File: config.mk
export PLATFORM = sky130hd
export DESIGN_NAME = glob_wildcard_matcher_top
export DESIGN_NICKNAME = d
export VERILOG_FILES = /design/src/hw/rtl/gwm_pkg.sv /design/src/hw/rtl/gwm_pattern_regs.sv /design/src/hw/rtl/gwm_match_core.sv /design/src/hw/rtl/glob_wildcard_matcher_top.sv
export SDC_FILE = /design/constraint.sdc
export NUM_CORES = 1
export LEC_CHECK = 0
export ABC_CLOCK_PERIOD_IN_PS = 3500
export BUFFER_PORTS_ARGS = -buffer_cell sky130_fd_sc_hd__buf_2
export CAP_MARGIN = 25
export CORE_ASPECT_RATIO = 0.6
export CORE_UTILIZATION = 55
export CTS_CLUSTER_DIAMETER = 120
export DETAILED_ROUTE_END_ITERATION = 8
export GPL_TIMING_DRIVEN = 0
export PLACE_DENSITY = 0.78
export SLEW_MARGIN = 15
export SYNTH_ARGS = -nofsm -noshare
export SYNTH_HDL_FRONTEND = slang
export SYNTH_SLANG_ARGS = --single-unit
export TNS_END_PERCENT = 1
File: constraint.sdc
create_clock -name clk -period 3.5 [get_ports clk]
set_input_delay 0.35 -clock clk [delete_from_list [all_inputs] [get_ports clk]]
set_output_delay 0.35 -clock clk [all_outputs]
set_load 0.03 [all_outputs]
File: src/hw/rtl/gwm_pkg.sv
// Shared types and constants of the glob wildcard matcher.
package gwm_pkg;

    localparam int STORE_BYTES = 16;
    localparam int CFG_DATA_W  = 64;
    localparam int CFG_INDEX_W = 2;
    localparam int LEN_W       = 5;

    localparam logic [CFG_INDEX_W-1:0] CFG_PAT_LOW  = 2'd0;
    localparam logic [CFG_INDEX_W-1:0] CFG_PAT_HIGH = 2'd1;
    localparam logic [CFG_INDEX_W-1:0] CFG_PAT_LEN  = 2'd2;

    localparam logic [7:0] CHAR_STAR  = 8'h2A;
    localparam logic [7:0] CHAR_QMARK = 8'h3F;

    // One text word as held in the input register.
    typedef struct packed {
        logic [7:0] text_byte;
        logic       carries_byte;
        logic       is_last;
    } item_t;

    // Stored pattern with its length already saturated.
    typedef struct packed {
        logic [STORE_BYTES-1:0][7:0] bytes;
        logic [LEN_W-1:0]            len;
    } pattern_t;

endpackage

File: src/hw/rtl/gwm_pattern_regs.sv
// Pattern configuration registers with saturation of the pattern length.
module gwm_pattern_regs
    import gwm_pkg::*;
#(
    parameter int POS_COUNT = 16
)
(
    input  logic                   clk,
    input  logic                   rst_n,
    input  logic                   cfg_wr_en,
    input  logic [CFG_INDEX_W-1:0] cfg_index,
    input  logic [CFG_DATA_W-1:0]  cfg_wr_data,
    output pattern_t               pattern
);

    logic [CFG_DATA_W-1:0] pat_low_reg;
    logic [CFG_DATA_W-1:0] pat_high_reg;
    logic [LEN_W-1:0]      len_reg;

    always_ff @(posedge clk or negedge rst_n)
    begin
        if (!rst_n)
        begin
            pat_low_reg  <= '0;
            pat_high_reg <= '0;
            len_reg      <= '0;
        end
        else if (cfg_wr_en)
        begin
            unique case (cfg_index)
                CFG_PAT_LOW:  pat_low_reg  <= cfg_wr_data;
                CFG_PAT_HIGH: pat_high_reg <= cfg_wr_data;
                CFG_PAT_LEN:  len_reg      <= cfg_wr_data[LEN_W-1:0];
                default:      ;
            endcase
        end
    end

    // Lengths beyond the usable positions are clamped.
    always_comb
    begin
        pattern.bytes = {pat_high_reg, pat_low_reg};
        pattern.len   = (len_reg > LEN_W'(POS_COUNT)) ? LEN_W'(POS_COUNT) : len_reg;
    end

endmodule

File: src/hw/rtl/gwm_match_core.sv
// Active-position vector, star closure and per-byte step of the matcher.
module gwm_match_core
    import gwm_pkg::*;
#(
    parameter int POS_COUNT = 16
)
(
    input  logic     clk,
    input  logic     rst_n,
    input  logic     step_en,
    input  item_t    item,
    input  pattern_t pattern,
    output logic     matched
);

    localparam int POS_W  = POS_COUNT + 1;
    localparam int LEVELS = $clog2(POS_W);

    logic [POS_W-1:0] active_reg;
    logic [POS_W-1:0] active_next;
    logic [POS_W-1:0] star_moves;
    logic [POS_W-1:0] keep_mask;
    logic [POS_W-1:0] len_hot;
    logic [POS_W-1:0] cur_set;
    logic [POS_W-1:0] step_set;
    logic [POS_W-1:0] seed_after;
    logic [POS_W-1:0] final_set;

    // Closure over runs of stars as a parallel prefix: a live bit walks
    // forward across every star in front of it.
    function automatic logic [POS_W-1:0] close_set(
        input logic [POS_W-1:0] seed,
        input logic [POS_W-1:0] moves,
        input logic [POS_W-1:0] keep
    );
        logic [POS_W-1:0] s;
        logic [POS_W-1:0] p;
        s = seed & keep;
        p = moves;
        for (int lvl = 0; lvl < LEVELS; lvl++)
        begin
            s = s | ((s & p) << (1 << lvl));
            p = p & (p >> (1 << lvl));
        end
        return s;
    endfunction

    always_comb
    begin
        star_moves = '0;
        keep_mask  = '0;
        len_hot    = '0;
        for (int i = 0; i < POS_W; i++)
        begin
            keep_mask[i] = (LEN_W'(i) <= pattern.len);
            len_hot[i]   = (LEN_W'(i) == pattern.len);
        end
        for (int i = 0; i < POS_COUNT; i++)
        begin
            star_moves[i] = (LEN_W'(i) < pattern.len) && (pattern.bytes[i] == CHAR_STAR);
        end
    end

    always_comb
    begin
        cur_set  = close_set(active_reg, star_moves, keep_mask);
        step_set = '0;
        for (int i = 0; i < POS_COUNT; i++)
        begin
            if (cur_set[i] && (LEN_W'(i) < pattern.len))
            begin
                if (pattern.bytes[i] == CHAR_STAR)
                begin
                    step_set[i] = 1'b1;
                end
                else if ((pattern.bytes[i] == CHAR_QMARK) ||
                         (pattern.bytes[i] == item.text_byte))
                begin
                    step_set[i+1] = 1'b1;
                end
            end
        end
        seed_after = item.carries_byte ? step_set : active_reg;
        final_set  = close_set(seed_after, star_moves, keep_mask);
        matched    = |(final_set & len_hot);
    end

    always_comb
    begin
        active_next = active_reg;
        if (step_en)
        begin
            active_next = item.is_last ? POS_W'(1) : seed_after;
        end
    end

    always_ff @(posedge clk or negedge rst_n)
    begin
        if (!rst_n)
        begin
            active_reg <= POS_W'(1);
        end
        else
        begin
            active_reg <= active_next;
        end
    end

endmodule

File: src/hw/rtl/glob_wildcard_matcher_top.sv
// Top level of the glob wildcard matcher: input register, match core, result register.
// A last word in the input register loads the result register when it moves on.
// Throughput: one text word per cycle, except while a closing word waits as below.
// Words only wait when the registered word closes a text and the previous result is held under out_stall.
// Reset (rst_n, asynchronous, active low) empties both registers, clears the pattern
// and length to zero, and leaves only position zero active.
module glob_wildcard_matcher_top
    import gwm_pkg::*;
#(
    parameter int MAX_PATTERN = 16
)
(
    input  logic                   clk,
    input  logic                   rst_n,
    input  logic                   cfg_wr_en,
    input  logic [CFG_INDEX_W-1:0] cfg_index,
    input  logic [CFG_DATA_W-1:0]  cfg_wr_data,
    input  logic                   in_valid,
    output logic                   in_stall,
    input  logic [7:0]             text_byte,
    input  logic                   carries_byte,
    input  logic                   is_last,
    output logic                   out_valid,
    input  logic                   out_stall,
    output logic                   matched
);

    // Usable pattern positions: the parameter, bounded by the byte store.
    localparam int POS_COUNT = (MAX_PATTERN < STORE_BYTES) ? MAX_PATTERN : STORE_BYTES;

    pattern_t pattern;
    item_t    item_reg;
    logic     item_valid_reg;
    logic     item_valid_next;
    logic     out_valid_reg;
    logic     out_valid_next;
    logic     matched_reg;
    logic     core_matched;
    logic     advance;
    logic     in_accept;

    gwm_pattern_regs #(
        .POS_COUNT (POS_COUNT)
    ) u_pattern_regs (
        .clk         (clk),
        .rst_n       (rst_n),
        .cfg_wr_en   (cfg_wr_en),
        .cfg_index   (cfg_index),
        .cfg_wr_data (cfg_wr_data),
        .pattern     (pattern)
    );

    gwm_match_core #(
        .POS_COUNT (POS_COUNT)
    ) u_match_core (
        .clk     (clk),
        .rst_n   (rst_n),
        .step_en (advance),
        .item    (item_reg),
        .pattern (pattern),
        .matched (core_matched)
    );

    // A word that does not close a text never needs the result register, so it
    // always moves on. A closing word moves on when the result register is
    // empty or is being emptied in this cycle.
    assign advance   = item_valid_reg && (!item_reg.is_last || !out_valid_reg || !out_stall);
    assign in_stall  = item_valid_reg && !advance;
    assign in_accept = in_valid && !in_stall;

    always_comb
    begin
        item_valid_next = item_valid_reg;
        if (in_accept)
        begin
            item_valid_next = 1'b1;
        end
        else if (advance)
        begin
            item_valid_next = 1'b0;
        end
    end

    always_comb
    begin
        out_valid_next = out_valid_reg;
        if (advance && item_reg.is_last)
        begin
            out_valid_next = 1'b1;
        end
        else if (!out_stall)
        begin
            out_valid_next = 1'b0;
        end
    end

    always_ff @(posedge clk or negedge rst_n)
    begin
        if (!rst_n)
        begin
            item_valid_reg <= 1'b0;
            out_valid_reg  <= 1'b0;
        end
        else
        begin
            item_valid_reg <= item_valid_next;
            out_valid_reg  <= out_valid_next;
        end
    end

    // Payload registers carry no reset.
    always_ff @(posedge clk)
    begin
        if (in_accept)
        begin
            item_reg.text_byte    <= text_byte;
            item_reg.carries_byte <= carries_byte;
            item_reg.is_last      <= is_last;
        end
        if (advance && item_reg.is_last)
        begin
            matched_reg <= core_matched;
        end
    end

    assign out_valid = out_valid_reg;
    assign matched   = matched_reg;

endmodule

==> impl_metrics.py <==
metrics = {
    "routing": {
        "ant_nets": 0,
        "post-route-drc-count": 0,
        "vias_per_cell": 6.575,
        "initialDrtViolationCount": 1089,
        "first_pass_iters": 5,
        "routed_wl_mm": 34.89,
        "routed-via-count": 9159,
        "wl_per_cell_um": 25.05,
    },
    "timing": {
        "post-route-min-period_ns": 3.833,
        "hold_slack_ns": 0.07467,
        "finalClockSkew_ns": 0.01501,
        "maxSlewHeadroom": 0.3611,
        "hold_viol_final": 0,
        "setup_ws_ns": -0.3334,
        "fmax_ghz": 0.2609,
        "rsz0062_at_grt": "yes",
        "worst_pin_slew_ns": 0.9583,
        "drv_slew": 0,
        "fin_crit_sh": 1.095,
        "setup_violations": 1,
    },
    "synth": {
        "synth_simple_gate_area_frac": 0.1683,
        "synthArstFlopShare": 0.9325,
        "synth_cell_types": 77,
        "synth-main-ff-cell": "dfrtp_1",
        "syn_nets": 1101,
        "synth_xor_area_frac": 0.1099,
        "ys_seq_elements": 163,
        "synthCells": 1020,
        "syn_area_mm2": 0.01020,
        "muxShareOfSynthArea": 0.1458,
        "seq_area_frac_synth": 0.4055,
        "synth_area_per_cell_um2": 9.997,
        "yosysWarnings": 0,
        "synth_edf_count": 11,
        "synth_top_family_by_area": "simple AND/OR/NAND/NOR gates",
        "synth_compound_area_frac": 0.1422,
        "synth-adder-area-share": 0,
    },
    "worst_setup_path": {
        "cp.arrival_ns": 4.01,
        "cp_common_cell": "nor2_2",
        "critPathMaxFanout": 6,
        "r2r-start": "u_pattern_regs.len_reg[4]",
        "cp_cell_sequence": "or2_1 -> buf_2 -> nor2_2 -> nor2_2 -> o311ai_4 -> o21ai_2 -> nand2b_1 -> o221ai_1 -> a211oi_2 -> nand2_1 -> a211oi_1 -> nor2_1 -> or4_1",
        "startpoint": "u_pattern_regs.len_reg[4]",
        "critPathRequiredTime_ns": 3.67,
        "critPathMaxStageDelay_ns": 0.54,
        "cp_slowest_cell": "o311ai_4",
        "cp-end-kind": "flop",
        "crit_type": "reg2reg",
        "cp-start-kind": "flop",
    },
    "place": {
        "place_area_mm2": 0.01095,
        "numPortBuffers": 83,
        "pre_cts_ws_ns": -1.026,
        "dp.cells": 1344,
        "dp_hpwl_mm": 25.25,
        "gp_congestion": 1.029,
    },
    "floorplanning": {
        "start_util": 0.5629,
        "dieArea_mm2": 0.01911,
        "die_w_um": 177.8,
        "io_pins": 84,
        "core_mm2": 0.01811,
        "rows": 38,
        "die_y_um": 107.5,
    },
    "cts": {
        "tritoncts": "done",
        "htreeDepth": 4,
        "numCtsBuffers": 17,
        "cts_root_buf": "clkbuf_16",
        "clk_latency_ns": 0.45,
        "clock_path_buffers": 2,
        "clk_pin_slew_ns": 0.07,
        "clkSinkCount": 163,
    },
    "power_and_ir_drop": {
        "irDropWorstVdd_uv": 358.5,
        "cellPowerDensity_mw_per_mm2": 489.7,
        "p_leak_nw": 4.523,
    },
    "final_layout": {
        "finalInstanceArea_mm2": 0.01202,
        "area_growth_pct": 17.91,
        "antenna_cells": 0,
        "most-common-layout-cells": "dfrtp_1, mux2_2, xnor2_1",
        "fin_nets": 1222,
        "drive_above_1_share": 0.3183,
        "nFillCells": 1441,
        "fin_cells": 1393,
        "final_common_cell": "dfrtp_1",
        "final_util": 0.6638,
    },
    "min_path": {
        "min_from": "text_byte[0]",
        "hold_class": "in2reg",
    },
    "grt": {
        "grt_use_total": 0.3792,
        "grt_first_pass_wirelength_mm": 52.72,
        "antenna_found_initial": 0,
        "grt-ovfl-total": 0,
        "grt_max_degree": 92,
        "grt_pass1_vias": 8727,
    },
    "status": {
        "status": "complete, but fails checks",
        "violations": "setup timing",
    },
    "job": {
        "drv_cap": 0,
    },
}
timing repair:
item,CTS,global route
pin swaps,18,16
setup endpoints to repair,5,3
endpoints found under the hold margin,60,0
buffers inserted,10,8
hold buffers,1,0
gates resized for setup,49,34
synth_stat cells, drive strengths merged (17+ instances only):
library cell,number,area share
nor3,23,0.012
xnor2,112,0.096
a31oi,20,0.012
mux2,132,0.15
buf,24,0.012
nand2,62,0.023
nand3,17,0.0083
nor2,86,0.032
o21ai,51,0.026
clkbuf,26,0.0096
dfrtp,151,0.37
nand4,44,0.027
a21oi,40,0.020
cells by family after synthesis:
logic type             after synthesis
multiplexers                       132
AO/OA/AOI/OAI                      209
buffers and inverters               67
AND/OR/NAND/NOR                    321
XOR/XNOR                           128
flip-flops                         163
final cells by class:
| cell class | instances | area, µm² | area share |
|---|---|---|---|
| plain buffers | 49 | 254.0 | 0.02112 |
| clock buffers | 19 | 432.9 | 0.03600 |
| clock inverters | 12 | 97.59 | 0.008117 |
| inverters | 17 | 63.81 | 0.005307 |
| multi-input cells | 790 | 6128 | 0.5097 |
| flip-flops and latches | 163 | 4136 | 0.3440 |
| well taps | 240 | 300.3 | 0.02497 |
| repair buffers | 103 | 610.6 | 0.05078 |
where the power goes:
part	leakage (nW)	total [mW]	internal (mW)	switching (mW)
Combinational	2.33	1.50	0.709	0.789
Sequential	1.93	2.65	2.22	0.436
Clock	0.256	1.74	0.916	0.823
Total	4.52	5.89	3.84	2.05
worst max-delay path: cells and delay by family (launching register included):
| kind | cells | cell delay [ns] |
|---|---|---|
| buffers and inverters | 1 | 0.20 |
| and+or+nand+nor | 7 | 1.44 |
| AOI/OAI and AO/OA | 5 | 1.46 |
| DFF | 1 | 0.46 |
metrics by stage:
step | power [mW] | setup TNS (ns)
floorplan | 3.510 | 0
global placement | 3.936 | -23.79
detailed placement | 4.007 | -1.475
CTS | 5.790 | -0.2215
global route | 6.121 | -0.3973
finish | 5.889 | -0.3334
final timing paths:
kind,to,slack (ns),cells after the start
min in group asynchronous,u_pattern_regs.pat_high_reg[44],0.45,2
hold reg to reg,out_valid,0.51,2
setup reg to reg,matched,-0.33,13
setup / recovery,matched,-0.33,13
max in group asynchronous,u_pattern_regs.pat_high_reg[17],2.25,3
hold / removal,item_reg[2],0.07,1
metal layers:
metal,part of all wire,track usage,up-vias
met5,0.0018,0.02778,-
met4,0.023,0.1221,2
met3,0.13,0.1367,67
met2,0.40,0.5089,546
met1,0.44,0.5549,4525
li1,-,-,4019
No activity file was read; power rests on OpenSTA's default activity.
